<file path="src/rtl/core/dnp_pkg.sv">
// Package for the dotted-name to wire-format parser.
// Types and constants shared by the evaluation logic and the top level.
// No dependencies.
`timescale 1ns / 1ps

package dnp_pkg;

  localparam int MAX_LABEL = 63;
  localparam int MAX_NAME  = 255;

  // Results one text item can cause, and the counter width to hold that many.
  localparam int RES_MAX   = 4;
  localparam int RES_CNT_W = $clog2(RES_MAX + 1);

  // Special characters of the name text
  localparam logic [7:0] CH_DOT    = 8'h2E;
  localparam logic [7:0] CH_BSLASH = 8'h5C;
  localparam logic [7:0] CH_ZERO   = 8'h30;
  localparam logic [7:0] CH_SEVEN  = 8'h37;

  // Escape decoder state
  localparam logic [1:0] ESC_NORMAL = 2'd0;
  localparam logic [1:0] ESC_SLASH  = 2'd1;
  localparam logic [1:0] ESC_OCT1   = 2'd2;
  localparam logic [1:0] ESC_OCT2   = 2'd3;

  typedef struct packed {
    logic [1:0] esc;
    logic [7:0] pend;
    logic [7:0] name_len;
    logic [5:0] label_len;
    logic       err;
  } dnp_state_t;

  typedef struct packed {
    logic       we;
    logic [7:0] addr;
    logic [7:0] data;
    logic       done;
    logic       ok;
  } dnp_res_t;

  // One label operation: updated state plus an optional write
  typedef struct packed {
    dnp_state_t st;
    logic       push;
    dnp_res_t   res;
  } dnp_op_t;

endpackage

</file>
<file path="src/rtl/core/dnp_channels_if.sv">
// Valid/ready channel interfaces of the dotted-name parser.
// Text-byte input channel and wire-write result channel; no dependencies.
`timescale 1ns / 1ps

interface dnp_in_if;
  logic       valid;
  logic       ready;
  logic       has_byte;
  logic [7:0] text_byte;
  logic       end_of_text;

  modport source (output valid, has_byte, text_byte, end_of_text, input ready);
  modport sink   (input valid, has_byte, text_byte, end_of_text, output ready);
endinterface

interface dnp_out_if;
  logic       valid;
  logic       ready;
  logic       write_enable;
  logic [7:0] wire_address;
  logic [7:0] wire_byte;
  logic       name_done;
  logic       status_ok;
  logic       last_of_run;

  modport source (output valid, write_enable, wire_address, wire_byte, name_done,
                  status_ok, last_of_run, input ready);
  modport sink   (input valid, write_enable, wire_address, wire_byte, name_done,
                  status_ok, last_of_run, output ready);
endinterface

</file>
<file path="src/rtl/core/dnp_eval.sv">
// Combinational evaluation of one text item against the parser state.
// Produces up to RES_MAX results (wire writes or an error report) and the next state; uses dnp_pkg.
`timescale 1ns / 1ps

module dnp_eval
  import dnp_pkg::*;
(
  input  dnp_state_t                 st,
  input  logic                       has_byte,
  input  logic [7:0]                 text_byte,
  input  logic                       end_of_text,
  output dnp_state_t                 st_nxt,
  output dnp_res_t [RES_MAX-1:0]     res,
  output logic [RES_CNT_W-1:0]       res_cnt
);

  function automatic dnp_op_t nop_op(dnp_state_t s);
    dnp_op_t o;
    o.st   = s;
    o.push = 1'b0;
    o.res  = '0;
    return o;
  endfunction

  function automatic dnp_op_t add_byte(dnp_state_t s, logic [7:0] c);
    dnp_op_t    o;
    logic [8:0] addr;
    o    = nop_op(s);
    addr = {1'b0, s.name_len} + 9'd1 + {3'b000, s.label_len};
    if (!s.err) begin
      if (s.label_len >= 6'(MAX_LABEL)) begin
        o.st.err = 1'b1;
      end else if (addr > 9'(MAX_NAME - 2)) begin
        o.st.err = 1'b1;
      end else begin
        o.push         = 1'b1;
        o.res.we       = 1'b1;
        o.res.addr     = addr[7:0];
        o.res.data     = c;
        o.st.label_len = s.label_len + 6'd1;
      end
    end
    return o;
  endfunction

  function automatic dnp_op_t close_label(dnp_state_t s);
    dnp_op_t o;
    o = nop_op(s);
    if (!s.err && s.label_len != 6'd0) begin
      o.push         = 1'b1;
      o.res.we       = 1'b1;
      o.res.addr     = s.name_len;
      o.res.data     = {2'b00, s.label_len};
      o.st.name_len  = s.name_len + 8'd1 + {2'b00, s.label_len};
      o.st.label_len = 6'd0;
    end
    return o;
  endfunction

  always_comb begin
    dnp_state_t            s;
    dnp_op_t               o;
    dnp_res_t [RES_MAX-1:0] r;
    logic [RES_CNT_W-1:0]  n;
    logic                  oct;
    logic                  add1;
    logic [7:0]            add1_c;
    logic                  nrm;

    s      = st;
    r      = '0;
    n      = '0;
    oct    = (text_byte >= CH_ZERO) && (text_byte <= CH_SEVEN);
    add1   = 1'b0;
    add1_c = text_byte;
    nrm    = 1'b0;

    // escape decode
    if (has_byte) begin
      unique case (s.esc) inside
        ESC_SLASH: begin
          if (oct) begin
            s.pend = {5'b00000, text_byte[2:0]};
            s.esc  = ESC_OCT1;
          end else begin
            s.esc = ESC_NORMAL;
            add1  = 1'b1;
          end
        end
        ESC_OCT1, ESC_OCT2: begin
          if (oct) begin
            // (pend << 3) + digit, kept to 8 bits
            s.pend = {s.pend[4:0], text_byte[2:0]};
            if (s.esc == ESC_OCT1) begin
              s.esc = ESC_OCT2;
            end else begin
              s.esc  = ESC_NORMAL;
              add1   = 1'b1;
              add1_c = s.pend;
            end
          end else begin
            s.esc  = ESC_NORMAL;
            add1   = 1'b1;
            add1_c = s.pend;
            nrm    = 1'b1;
          end
        end
        default: nrm = 1'b1;
      endcase
    end

    // escaped or octal byte
    o = add1 ? add_byte(s, add1_c) : nop_op(s);
    s = o.st;
    if (o.push) begin
      r[n[1:0]] = o.res;
      n         = n + 1'b1;
    end

    // plain character
    o = nop_op(s);
    if (nrm) begin
      if (text_byte == CH_DOT) begin
        o = close_label(s);
      end else if (text_byte == CH_BSLASH) begin
        o.st.esc = ESC_SLASH;
      end else begin
        o = add_byte(s, text_byte);
      end
    end
    s = o.st;
    if (o.push) begin
      r[n[1:0]] = o.res;
      n         = n + 1'b1;
    end

    // end of text: flush an open octal escape
    o = (end_of_text && s.esc[1]) ? add_byte(s, s.pend) : nop_op(s);
    s = o.st;
    if (o.push) begin
      r[n[1:0]] = o.res;
      n         = n + 1'b1;
    end

    // end of text: close the last label
    o = end_of_text ? close_label(s) : nop_op(s);
    s = o.st;
    if (o.push) begin
      r[n[1:0]] = o.res;
      n         = n + 1'b1;
    end

    // end of text: terminator or error report, then back to reset state
    if (end_of_text) begin
      r[n[1:0]].we   = !s.err;
      r[n[1:0]].addr = s.err ? 8'd0 : s.name_len;
      r[n[1:0]].data = 8'd0;
      r[n[1:0]].done = 1'b1;
      r[n[1:0]].ok   = !s.err;
      n              = n + 1'b1;
      s              = '0;
    end

    st_nxt  = s;
    res     = r;
    res_cnt = n;
  end

endmodule

</file>
<file path="src/rtl/core/dotted_name_to_wire_parser_core.sv">
// Top level of the dotted DNS name to wire-format parser.
// Uses dnp_pkg, dnp_in_if / dnp_out_if (dnp_channels_if.sv) and dnp_eval.
`timescale 1ns / 1ps

// Takes the text of a dotted DNS name one byte per transfer and emits the
// wire-format name as addressed byte writes. Label bytes are written at their
// final offset as they arrive; the length byte is written back at the label's
// start when a dot or the end of text closes it. The item flagged end_of_text
// also yields the final result: the zero terminator with status_ok 1, or, after
// a label over 63 bytes or a name over 255 bytes, a no-write result with
// status_ok 0. Backslash escapes, including one to three octal digits, are
// decoded. Timing: an accepted item sits in an input register, is evaluated in
// one combinational pass and its results are loaded into a four-entry result
// buffer, whose head is the result shown on the output. An item that yields
// zero or one result leaves the input free for the next, so plain text runs
// at one byte per cycle while the result channel is not stalled; an item
// yielding several results (at most four) holds the result buffer, and thus
// the input, until its last result is taken. The parse state advances when
// an item moves from the input register into the result buffer.
module dotted_name_to_wire_parser_core
  import dnp_pkg::*;
(
  input  logic            clk,
  input  logic            rst_n,
  dnp_in_if.sink          in_ch,
  dnp_out_if.source       out_ch
);

  // input register
  logic                   in_v_r;
  logic                   has_r;
  logic [7:0]             byte_r;
  logic                   eot_r;

  // parse state
  dnp_state_t             st_r;
  dnp_state_t             st_nxt;

  // evaluation results
  dnp_res_t [RES_MAX-1:0] ev_res;
  logic [RES_CNT_W-1:0]   ev_cnt;

  // result buffer, head at entry 0
  dnp_res_t [RES_MAX-1:0] buf_r;
  dnp_res_t [RES_MAX-1:0] buf_nxt;
  logic [RES_CNT_W-1:0]   cnt_r;
  logic [RES_CNT_W-1:0]   cnt_nxt;

  logic                   pop;
  logic                   can_load;
  logic                   consume;
  logic                   accept;

  dnp_eval u_eval (
    .st          (st_r),
    .has_byte    (has_r),
    .text_byte   (byte_r),
    .end_of_text (eot_r),
    .st_nxt      (st_nxt),
    .res         (ev_res),
    .res_cnt     (ev_cnt)
  );

  // Buffer may take a new run when empty, or when its last entry leaves now.
  assign pop      = (cnt_r != '0) && out_ch.ready;
  assign can_load = (cnt_r == '0) || ((cnt_r == RES_CNT_W'(1)) && out_ch.ready);
  assign consume  = in_v_r && can_load;
  assign in_ch.ready = !in_v_r || consume;
  assign accept   = in_ch.valid && in_ch.ready;

  always_comb begin
    buf_nxt = buf_r;
    cnt_nxt = cnt_r;
    if (consume) begin
      buf_nxt = ev_res;
      cnt_nxt = ev_cnt;
    end else if (pop) begin
      for (int i = 0; i < RES_MAX - 1; i++) begin
        buf_nxt[i] = buf_r[i+1];
      end
      cnt_nxt = cnt_r - 1'b1;
    end
  end

  // control state
  always_ff @(posedge clk) begin
    if (!rst_n) begin
      in_v_r <= 1'b0;
      cnt_r  <= '0;
      st_r   <= '0;
    end else begin
      if (accept) begin
        in_v_r <= 1'b1;
      end else if (consume) begin
        in_v_r <= 1'b0;
      end
      cnt_r <= cnt_nxt;
      if (consume) begin
        st_r <= st_nxt;
      end
    end
  end

  // payload
  always_ff @(posedge clk) begin
    if (accept) begin
      has_r  <= in_ch.has_byte;
      byte_r <= in_ch.text_byte;
      eot_r  <= in_ch.end_of_text;
    end
    buf_r <= buf_nxt;
  end

  assign out_ch.valid        = (cnt_r != '0);
  assign out_ch.write_enable = buf_r[0].we;
  assign out_ch.wire_address = buf_r[0].addr;
  assign out_ch.wire_byte    = buf_r[0].data;
  assign out_ch.name_done    = buf_r[0].done;
  assign out_ch.status_ok    = buf_r[0].ok;
  assign out_ch.last_of_run  = (cnt_r == RES_CNT_W'(1));

endmodule

</file>
<file path="src/flat_wrapper.sv">
// flat-port wrapper written by rule: the top's interface ports become plain ports
module dotted_name_to_wire_parser_core_flat import dnp_pkg::*;
  (clk, rst_n, in_ch_valid, in_ch_has_byte, in_ch_text_byte, in_ch_end_of_text, in_ch_ready, out_ch_valid, out_ch_write_enable, out_ch_wire_address, out_ch_wire_byte, out_ch_name_done, out_ch_status_ok, out_ch_last_of_run, out_ch_ready);
  dnp_in_if in_ch_i ();
  dnp_out_if out_ch_i ();
  input  logic clk;
  input  logic rst_n;
  input wire logic [$bits(in_ch_i.valid)-1:0] in_ch_valid;
  input wire logic [$bits(in_ch_i.has_byte)-1:0] in_ch_has_byte;
  input wire logic [$bits(in_ch_i.text_byte)-1:0] in_ch_text_byte;
  input wire logic [$bits(in_ch_i.end_of_text)-1:0] in_ch_end_of_text;
  output wire logic [$bits(in_ch_i.ready)-1:0] in_ch_ready;
  output wire logic [$bits(out_ch_i.valid)-1:0] out_ch_valid;
  output wire logic [$bits(out_ch_i.write_enable)-1:0] out_ch_write_enable;
  output wire logic [$bits(out_ch_i.wire_address)-1:0] out_ch_wire_address;
  output wire logic [$bits(out_ch_i.wire_byte)-1:0] out_ch_wire_byte;
  output wire logic [$bits(out_ch_i.name_done)-1:0] out_ch_name_done;
  output wire logic [$bits(out_ch_i.status_ok)-1:0] out_ch_status_ok;
  output wire logic [$bits(out_ch_i.last_of_run)-1:0] out_ch_last_of_run;
  input wire logic [$bits(out_ch_i.ready)-1:0] out_ch_ready;
  assign in_ch_i.valid = in_ch_valid;
  assign in_ch_i.has_byte = in_ch_has_byte;
  assign in_ch_i.text_byte = in_ch_text_byte;
  assign in_ch_i.end_of_text = in_ch_end_of_text;
  assign in_ch_ready = in_ch_i.ready;
  assign out_ch_valid = out_ch_i.valid;
  assign out_ch_write_enable = out_ch_i.write_enable;
  assign out_ch_wire_address = out_ch_i.wire_address;
  assign out_ch_wire_byte = out_ch_i.wire_byte;
  assign out_ch_name_done = out_ch_i.name_done;
  assign out_ch_status_ok = out_ch_i.status_ok;
  assign out_ch_last_of_run = out_ch_i.last_of_run;
  assign out_ch_i.ready = out_ch_ready;
  dotted_name_to_wire_parser_core u_core (.clk(clk), .rst_n(rst_n), .in_ch(in_ch_i), .out_ch(out_ch_i));
endmodule
</file>
<file path="config.mk">
export PLATFORM = sky130hd
export DESIGN_NAME = dotted_name_to_wire_parser_core_flat
export DESIGN_NICKNAME = d
export VERILOG_FILES = /design/src/rtl/core/dnp_pkg.sv /design/src/rtl/core/dnp_channels_if.sv /design/src/rtl/core/dnp_eval.sv /design/src/rtl/core/dotted_name_to_wire_parser_core.sv /design/src/flat_wrapper.sv
export SDC_FILE = /design/constraint.sdc
export NUM_CORES = 1
export LEC_CHECK = 0
export ABC_CLOCK_PERIOD_IN_PS = 14570
export BUFFER_PORTS_ARGS = -buffer_cell sky130_fd_sc_hd__buf_4
export CORE_ASPECT_RATIO = 1.2
export CORE_MARGIN = 5
export CORE_UTILIZATION = 45
export DETAILED_ROUTE_END_ITERATION = 10
export GPL_ROUTABILITY_DRIVEN = 0
export GPL_TIMING_DRIVEN = 0
export SETUP_SLACK_MARGIN = 0.2
export SLEW_MARGIN = 10
export SYNTH_ARGS = -nofsm -noshare
export SYNTH_HDL_FRONTEND = slang
export SYNTH_HIERARCHICAL = 1
export SYNTH_SLANG_ARGS = --single-unit
</file>
<file path="constraint.sdc">
create_clock -name clk -period 14.57 [get_ports clk]
set_clock_uncertainty 0.15 [all_clocks]
set_input_delay 2.914 -clock clk [delete_from_list [all_inputs] [get_ports clk]]
set_output_delay 2.914 -clock clk [all_outputs]
set_load 0.1 [all_outputs]
</file>
=== Yosys cells after proc, flatten, opt, wreduce, memory -nomap -nowiden ===
Index checks and enable logic that the tools add are counted.

* Flip-flop bits (word level): 115
* Latch bits: 0
* Bits in writable memories: 0
* Memory bits (read-only): 0
* Output and inout port bits: 22
* Word-level logic and storage cells: 187
* Memories: 0

* Add/subtract/negate cells: 18
* Multipliers: 0
* Divide/modulo/power cells: 0
* $lt $le $gt $ge: 16
* Equality and inequality tests: 6
* Shifts and indexed selects: 0
* Mux-type cells: 92
* Bitwise gates (word level): 0
* Reductions and logical operators: 25

{| class="wikitable"
|+ Operator list
! kind !! number
|-
| $bwmux 76 || 8
|-
| $demux 19 s2 || 8
|-
| $mux 76 || 4
|-
| $mux 18 || 9
|-
| $mux 57 || 2
|-
| $mux 25 || 4
|-
| $mux 19 || 5
|-
| $mux 45 || 2
|-
| $mux 27 || 3
|-
| $mux 8 || 7
|-
| $mux 6 || 6
|-
| $mux 35 || 1
|-
| $mux 14 || 2
|-
| $add 8x1->9 const B || 3
|-
| $add 9x6->9 || 3
|-
| $gt 9x8->1 const B || 3
|-
| $mux 10 || 2
|-
| $pmux 10 s2 || 1
|-
| $add 6x1->6 const B || 3
|-
| $ge 6x6->1 const B || 3
|-
| $mux 3 || 6
|-
| $add 8x1->8 const B || 2
|-
| $add 8x6->8 || 2
|-
| $mux 1 || 15
|-
| 21 further kinds || 53
|}

=== Longest topological paths before layout ===
Gate-level depths: netlist of run 1.

* Word-level depth: 40
* Depth in mapped cells: 53

=== Hierarchy ===
The synthesis of run 1 kept the hierarchy.

{| class="wikitable"
|+ Modules (own cells, without submodules)
! module !! instances !! cells each !! area an instance (µm²)
|-
| dnp_eval || 1 || 867 || 5,768.0
|-
| dotted_name_to_wire_parser_core || 1 || 321 || 4,785.8
|}

=== Worst setup path before layout of run 1 ===
OpenSTA, ideal clock, no wires.

* Path kind: flip-flop to flip-flop
* Start: register u_core/st_r[1] (netlist name)
* End: register u_core/buf_r[36] (netlist name), data pin
* Setup time: 260 ps
* Data arrival time: 10,526 ps
* Required time: 14,160 ps
* Setup slack: 3,635 ps
* Stages on the path, launching flop included: 49
* Path buffers: 2
* Period minus slack after synthesis: 10,935 ps
* Cells stage by stage: dfxtp_1 > inv_1 > ha_1 > inv_1 > fa_1 > a21o_1 > a21oi_1 > xnor2_1 > or4_1 > o31ai_2 > nor2_1 > xnor2_1 > ha_1 > inv_1 > fa_1 > xor2_1 > nand4bb_1 > a211oi_1 > [13 not listed] > and2_1 > nand2_1 > o31ai_1 > a311oi_4 > nor4b_1 > a31oi_2 > nand3_2 > mux2i_4 > inv_2 > o41ai_4 > buf_2 > mux2i_1 > ha_1 > nand2_1 > inv_1 > clkbuf_1 > a222oi_1 > mux2_2

{| class="wikitable"
|+ RTL lines
! what !! RTL line !! source
|-
| from (decl) || dotted_name_to_wire_parser_core.sv:36 || <nowiki>dnp_state_t st_r;</nowiki>
|-
| from (signal assigned) || dotted_name_to_wire_parser_core.sv:99 || <nowiki>st_r <= st_nxt;</nowiki>
|-
| to (signal assigned) || dotted_name_to_wire_parser_core.sv:111 || <nowiki>buf_r <= buf_nxt;</nowiki>
|-
| to (decl) || dotted_name_to_wire_parser_core.sv:44 || <nowiki>dnp_res_t [RES_MAX-1:0] buf_r;</nowiki>
|}

==> results of run 1 <==
[worst max-delay path: cells and delay by family, from the launching register on]
family                     cells  cell delay [ps]
xor gates and xnor gates       2              530
AOI/OAI and AO/OA             13             3600
adders and majority gates      6             2130
buffers and inverters          9             1920
DFF                            1              420
and+or+nand+nor               14             3450
muxes                          4             1420
[power by group through the flow]
stage          registers [mW]  clock network (mW)  logic (mW)
5_1_grt                 0.533               0.423       0.783
2_1_floorplan           0.552                   0       0.553
3_5_place_dp            0.530                   0       0.742
4_1_cts                 0.525               0.406       0.744
3_3_place_gp            0.529                   0       0.739
6_report                0.523               0.401       0.749
[cells by family (layout without fill, tap and decap cells)]
logic type | after synthesis | count (layout) | share of synthesized area
AO/OA/AOI/OAI | 369 | 369 | 0.251
adder cells (fa/ha/maj) | 53 | 53 | 0.0664
flip-flops | 115 | 115 | 0.300
multiplexers | 82 | 82 | 0.0937
buffers and inverters | 151 | 217 | 0.0708
AND/OR/NAND/NOR | 391 | 391 | 0.195
XOR/XNOR | 27 | 27 | 0.0231
[layer usage]
metal / vias up / GRT usage
met3: 143 / 0.0398
met2: 554 / 0.446
met5: - / 0
met4: 0 / 0.140
met1: 4816 / 0.350
li1: 4629 / -
[layout make-up]
type	instances	area share
well taps	315	0.0334
plain buffers	96	0.0459
clock inverters	10	0.00594
multi-input cells	922	0.565
clock buffers	21	0.0418
repair buffers	35	0.0223
flip-flops and latches	115	0.268
inverters	55	0.0175
[worst max-delay path by stage]
| stage | startpoint | endpoint | slack, ps |
|---|---|---|---|
| 6_report | u_core/st_r[1] | u_core/buf_r[30] | 800 |
| 5_1_grt | u_core/st_r[1] | u_core/buf_r[29] | 230 |
| 4_1_cts | u_core/st_r[1] | u_core/buf_r[36] | 540 |
| 3_5_place_dp | u_core/st_r[1] | u_core/buf_r[36] | 590 |
| 3_3_place_gp | u_core/st_r[1] | u_core/buf_r[36] | 610 |
| 2_1_floorplan | u_core/st_r[1] | u_core/buf_r[36] | 3630 |
[stage by stage]
| step | worst slack, ps | area, um2 | util | power, mW |
|---|---|---|---|---|
| floorplan | 3630 | 10600 | - | 1.10 |
| global placement | 605 | 11200 | 0.485 | 1.27 |
| detailed placement | 589 | 11200 | 0.485 | 1.27 |
| CTS | 544 | 11800 | 0.509 | 1.67 |
| global route | 228 | 11800 | 0.510 | 1.74 |
| finish | 797 | 11800 | 0.510 | 1.67 |
[cells in the mapped netlist, types with 13 or more instances]
cell type  number  area [um2]
nor2_1         93         349
a21oi_1        87         435
edfxtp_1       86        2580
nand2_1        77         289
nand3_1        69         345
o21ai_0        65         325
clkbuf_1       53         199
ha_1           48         601
inv_1          48         180
mux2_2         41         462
dfxtp_1        29         581
o211ai_1       29         218
buf_4          25         188
nor3_1         22         110
nand4_1        21         131
mux2_4         20         300
mux2i_1        19         190
o221ai_1       19         166
xnor2_1        19         166
a22oi_1        14         105
a211oi_1       13        97.6
nor2b_1        13        81.3
[sequential cells by signal, indices dropped and copies added (netlist names)]
signal / cells
u_core/st_r: 25
u_core/buf_r: 57
u_core/out_ch.wire_byte: 8
u_core/out_ch.status_ok: 1
u_core/out_ch.name_done: 1
u_core/in_v_r: 1
u_core/eot_r: 1
u_core/has_r: 1
u_core/out_ch.write_enable: 1
u_core/cnt_r: 3
u_core/out_ch.wire_address: 8
u_core/byte_r: 8
==> impl_table.tex, run 1 <==
\begin{tabular}{lr}
\hline
Metric & Value \\
\hline
\multicolumn{2}{l}{\textbf{Timing}} \\
Final sum of negative setup slack & 0 ps \\
Final Cycle Share & 0.945 \\
Fmax & 72.6 MHz \\
Max-slew headroom & 0.121 \\
Hold Fails Final Rpt & 0 \\
Setup violation total in the final timing report & 0 \\
Worst hold slack & 356 ps \\
Post-route minimum period & 13,770 ps \\
RSZ-0062 raised after global routing & false \\
Max Slew Vio Count & 0 \\
Transition time at the pin with the least slew margin & 1310 ps \\
\multicolumn{2}{l}{\textbf{GRT}} \\
Via count of the first global-routing pass & 9,489 \\
Wire length of the first global-routing pass & 55,700 um \\
Final global-route overflow total & 0 \\
Overall track demand over capacity in global routing & 0.273 \\
Maximum number of pins on one net before global-route repair & 60 \\
Initial antenna violation count & 0 \\
\multicolumn{2}{l}{\textbf{Die}} \\
Die X & 150 um \\
Die footprint & 26,600 um2 \\
Io pins & 36 \\
Floorplan row count & 61 \\
Effective utilization at floorplan & 0.456 \\
Total core area & 23,100 um2 \\
Die H & 178 um \\
\multicolumn{2}{l}{\textbf{Detailed routing}} \\
Total met3 wirelength after detailed routing & 2630 um \\
Residual DRC & 1 \\
Top layer in use & met4 \\
Antenna viol nets, final & 0 \\
Wl on met1 & 14,800 um \\
Met2 routed wirelength & 16,800 um \\
Total via count in the routed design & 10,100 \\
Avg Vias per Cell & 6.46 \\
Number of optimization iterations in the first detailed-route pass & 11 \\
WL final & 36,500 um \\
Detailed-route wire length per cell & 23.3 um \\
Violation count after the first detailed-routing iteration & 1,426 \\
\multicolumn{2}{l}{\textbf{Critical path}} \\
Reg2reg path depth & 48 \\
Kind of critical path & flop to flop \\
Maximum fanout along the worst path & 10 \\
Endpoint of the most critical register-to-register path & u\_core/buf\_r[30] \\
Data arrival at the endpoint of the critical path & 13,910 ps \\
Most used cell, CP & inv\_1 \\
Category of the worst setup path capture point & flop \\
Req. time, crit path & 14,710 ps \\
Slowest stage cell, crit path & or4\_1 \\
Slowest cell delay on critical path & 640 ps \\
Critical path launch point type & flop \\
Internal reg-to-reg setup slack & 800 ps \\
Launch instance of the worst register-to-register path & u\_core/st\_r[1] \\
\multicolumn{2}{l}{\textbf{Placed design}} \\
Number of buffer cells added on primary ports & 35 \\
Detail Placement HPWL & 28,600 um \\
Placed Instances & 1,538 \\
\multicolumn{2}{l}{\textbf{Yosys}} \\
Synthesized area divided by synthesized cell count & 8.88 um2 \\
Yosys cell types & 107 \\
Total of flip-flops plus latches after synthesis & 115 \\
Number of cells produced by synthesis & 1,188 \\
Warning count from the yosys run & 6 \\
Sequential area share after synthesis & 0.300 \\
Post-synthesis net count & 1,255 \\
Ys async rst share & 0 \\
Dominant synthesized flop cell & edfxtp\_1 \\
Netlist Area Pre-Place & 10,600 um2 \\
Post-synth EDFFs & 86 \\
\multicolumn{2}{l}{\textbf{CTS}} \\
Clk root buf & clkbuf\_16 \\
Clk Latency, worst-skew pair & 420 ps \\
CTS tree & yes \\
CTS Hold Bufs & 0 \\
Number of H-tree branching levels & 4 \\
Number of sinks on the clock net & 115 \\
Clock tree buffer depth & 2 \\
Setup bufs post-CTS & 0 \\
Number of gates resized after cts & 0 \\
TritonCTS Buffers & 17 \\
Clock transition time at the flip-flop clock pins of the worst setup and hold paths & 60 ps \\
\multicolumn{2}{l}{\textbf{Cells and area}} \\
Commonest cells after routing, fill and taps aside & 93 x nor2\_1, 87 x a21oi\_1, 86 x edfxtp\_1 \\
Number of antenna diodes & 0 \\
Number of inserted filler cells in the final layout & 2,213 \\
Fraction of layout cells with a size suffix above 1 & 0.179 \\
Final standard cell count with taps included and fillers excluded & 1,569 \\
Most common cell after layout, fill and taps aside & nor2\_1 \\
Syn-to-layout area delta & 11.8\% \\
Multi-input logic area & 6670 um2 \\
Reg area & 3160 um2 \\
Final net count & 1,309 \\
\multicolumn{2}{l}{\textbf{Hold path}} \\
Instance count along the most critical hold path & 2 \\
Hold Path Origin & u\_core/st\_r[20] \\
End point of the worst hold path & u\_core/st\_r[20] \\
Worst Hold Class & flop to flop \\
\multicolumn{2}{l}{\textbf{Run}} \\
Number of max-cap violations & 0 \\
\multicolumn{2}{l}{\textbf{Power and ir drop}} \\
Ratio of total power to cell area & 142 nW/um2 \\
Power spent charging and discharging nets & 706 uW \\
Worst IR Drop VDD & 75.8 uV \\
Portion of total power attributed to combinational logic & 0.447 \\
Internal & 967 uW \\
Leakage Power & 4.29 nW \\
Sequential share of power & 0.313 \\
Share of power burned in the clock network & 0.240 \\
Switching power share of the total & 0.422 \\
\multicolumn{2}{l}{\textbf{Status}} \\
Violated checks & DRC \\
Run status & complete, but fails checks \\
\hline
\end{tabular}
Note: power is estimated with default switching activity, not from simulation.
==> inputs of run 2 (changes only) <==
- ABC_CLOCK_PERIOD_IN_PS: 14570 -> 14000
- CAP_MARGIN: not set -> 20
- clock period: 14.57 -> 14 ns (I/O delays scaled with it)
==> impl_table.tex, run 2 (synthesized netlist as in run 1, its figures left out) <==
\begin{tabular}{lr}
\hline
Metric & Value \\
\hline
\multicolumn{2}{l}{\textbf{Status}} \\
Run status & finished, final reports clean \\
\multicolumn{2}{l}{\textbf{Critical path}} \\
Req. time, crit path & 14,130 ps (-580 ps) \\
Maximum fanout along the worst path & 10 (unchanged) \\
Most used cell, CP & inv\_1 \\
Data arrival at the endpoint of the critical path & 13,480 ps (-430 ps) \\
Critical path launch point type & flop \\
Kind of critical path & flop to flop \\
Launch instance of the worst register-to-register path & u\_core/st\_r[1] \\
Slowest stage cell, crit path & or4\_1 \\
Category of the worst setup path capture point & flop \\
First element of the critical path & u\_core/st\_r[1] \\
Slowest cell delay on critical path & 630 ps (about the same) \\
\multicolumn{2}{l}{\textbf{Timing}} \\
Max Slew Vio Count & 0 (unchanged) \\
Hold Fails Final Rpt & 0 (unchanged) \\
Final Cycle Share & 0.953 (+0.00776) \\
Transition time at the pin with the least slew margin & 1130 ps (-186 ps) \\
Post-route minimum period & 13,340 ps (-430 ps) \\
Fmax & 74.9 MHz (+3.2\%) \\
Max-slew headroom & 0.240 (+0.119) \\
RSZ-0062 raised after global routing & false \\
Setup violation total in the final timing report & 0 (unchanged) \\
\multicolumn{2}{l}{\textbf{Die}} \\
Total core area & 23,100 um2 (unchanged) \\
Die X & 150 um (unchanged) \\
Die H & 178 um (unchanged) \\
Io pins & 36 (unchanged) \\
Die footprint & 26,600 um2 (unchanged) \\
Effective utilization at floorplan & 0.456 (unchanged) \\
Floorplan row count & 61 (unchanged) \\
\multicolumn{2}{l}{\textbf{CTS}} \\
Clock tree buffer depth & 2 (unchanged) \\
Clk Latency, worst-skew pair & 420 ps (about the same) \\
Clock transition time at the flip-flop clock pins of the worst setup and hold paths & 60 ps (about the same) \\
CTS Hold Bufs & 0 (unchanged) \\
Clk root buf & clkbuf\_16 \\
Number of H-tree branching levels & 4 (unchanged) \\
Number of sinks on the clock net & 115 (unchanged) \\
CTS tree & yes \\
TritonCTS Buffers & 17 (unchanged) \\
\multicolumn{2}{l}{\textbf{Placed design}} \\
Placed Instances & 1,539 (+0.065\%) \\
Detail Placement HPWL & 28,700 um (+0.36\%) \\
Placement-stage cell area & 11,200 um2 (about the same) \\
Number of buffer cells added on primary ports & 35 (unchanged) \\
\multicolumn{2}{l}{\textbf{Detailed routing}} \\
Residual DRC & 0 (-1) \\
Antenna viol nets, final & 0 (unchanged) \\
WL final & 36,700 um (+0.57\%) \\
Avg Vias per Cell & 6.43 (-0.46\%) \\
Number of optimization iterations in the first detailed-route pass & 6 (-5) \\
Detailed-route wire length per cell & 23.3 um (+0.12\%) \\
Total via count in the routed design & 10,100 (-0.020\%) \\
Violation count after the first detailed-routing iteration & 1,326 (-7.0\%) \\
\multicolumn{2}{l}{\textbf{Cells and area}} \\
Regs by FF count & u\_core/buf\_r (57), u\_core/st\_r (25) \\
Most common cell after layout, fill and taps aside & nor2\_1 \\
Post-route core utilization & 0.515 (+0.00411) \\
Max FFs per register & 57 (unchanged) \\
Cell area after layout & 11,900 um2 (+0.81\%) \\
Commonest cells after routing, fill and taps aside & 93 x nor2\_1, 87 x a21oi\_1, 86 x edfxtp\_1 \\
Largest register by flop count & u\_core/buf\_r \\
Final net count & 1,315 (+0.46\%) \\
Fraction of layout cells with a size suffix above 1 & 0.188 (+0.00932) \\
Number of antenna diodes & 0 (unchanged) \\
Final standard cell count with taps included and fillers excluded & 1,576 (+0.45\%) \\
Syn-to-layout area delta & 12.7\% \\
Number of inserted filler cells in the final layout & 2,214 (+0.045\%) \\
\multicolumn{2}{l}{\textbf{GRT}} \\
Initial antenna violation count & 0 (unchanged) \\
Maximum number of pins on one net before global-route repair & 60 (unchanged) \\
Final global-route overflow total & 0 (unchanged) \\
Via count of the first global-routing pass & 9,413 (-0.80\%) \\
Overall track demand over capacity in global routing & 0.272 (-0.000888) \\
Wire length of the first global-routing pass & 55,600 um (-0.21\%) \\
\multicolumn{2}{l}{\textbf{Hold path}} \\
Hold Path Origin & u\_core/st\_r[21] \\
Worst Hold Class & flop to flop \\
\multicolumn{2}{l}{\textbf{Power and ir drop}} \\
Worst IR Drop VDD & 87.3 uV (+15\%) \\
Ratio of total power to cell area & 148 nW/um2 (+4.1\%) \\
Leakage Power & 4.32 nW (+0.80\%) \\
\multicolumn{2}{l}{\textbf{Run}} \\
Number of max-cap violations & 0 (unchanged) \\
\hline
\end{tabular}
-- run 2: metal layers --
| layer | vias up | GRT usage | wire length [um] | share of wire |
|---|---|---|---|---|
| met3 | 143 | 0.0434 | 2900 | 0.079 |
| met1 | 4773 | 0.347 | 14700 | 0.40 |
| li1 | 4640 | - | - | - |
| met5 | - | 0 | 0 | 0 |
| met2 | 584 | 0.444 | 16800 | 0.46 |
| met4 | 0 | 0.139 | 2380 | 0.065 |
-- run 2: repair_timing --
item,4_1_cts,5_1_grt
buffers inserted,0,5
endpoints found under the setup margin,11,75
resized for setup,2,13
pin swaps,0,2
-- run 2: final timing paths --
kind	slack [ps]	depth (start not counted)	endpoint
max reg2reg	660	48	u_core/buf_r[30]
max	660	48	u_core/buf_r[30]
min	360	2	u_core/st_r[21]
min reg2reg	360	2	u_core/st_r[21]
-- run 2: layout make-up --
type	count	area (um2)	share of cell area
inverters	55	206	0.0174
clock buffers	21	493	0.0414
clock inverters	11	86.3	0.00726
repair buffers	41	308	0.0259
multi-input cells	922	6710	0.564
flip-flops and latches	115	3160	0.266
well taps	315	394	0.0331
plain buffers	96	543	0.0456
-- run 2: critical path, delay by kind of cell (launching register included) --
family / cells / cell delay [ps]
xor+xnor: 2 / 460
fa+ha+maj: 6 / 2130
buf+inv: 9 / 1930
compound gates: 15 / 4020
flops: 1 / 420
mux: 3 / 970
simple gates: 13 / 3110
-- run 2: where the power goes --
group | total (mW) | internal [mW] | switching (mW)
clock network | 0.426 | 0.255 | 0.171
registers | 0.545 | 0.514 | 0.0308
logic | 0.785 | 0.243 | 0.543
-- run 2: metrics by stage --
step	hold slack (ps)	power (mW)	setup slack (ps)	setup TNS (ps)
2_1_floorplan	303	1.15	3060	0
3_3_place_gp	341	1.32	35.0	0
3_5_place_dp	350	1.33	-44.9	-44.9
4_1_cts	358	1.75	341	0
5_1_grt	391	1.82	212	0
6_report	355	1.76	657	0
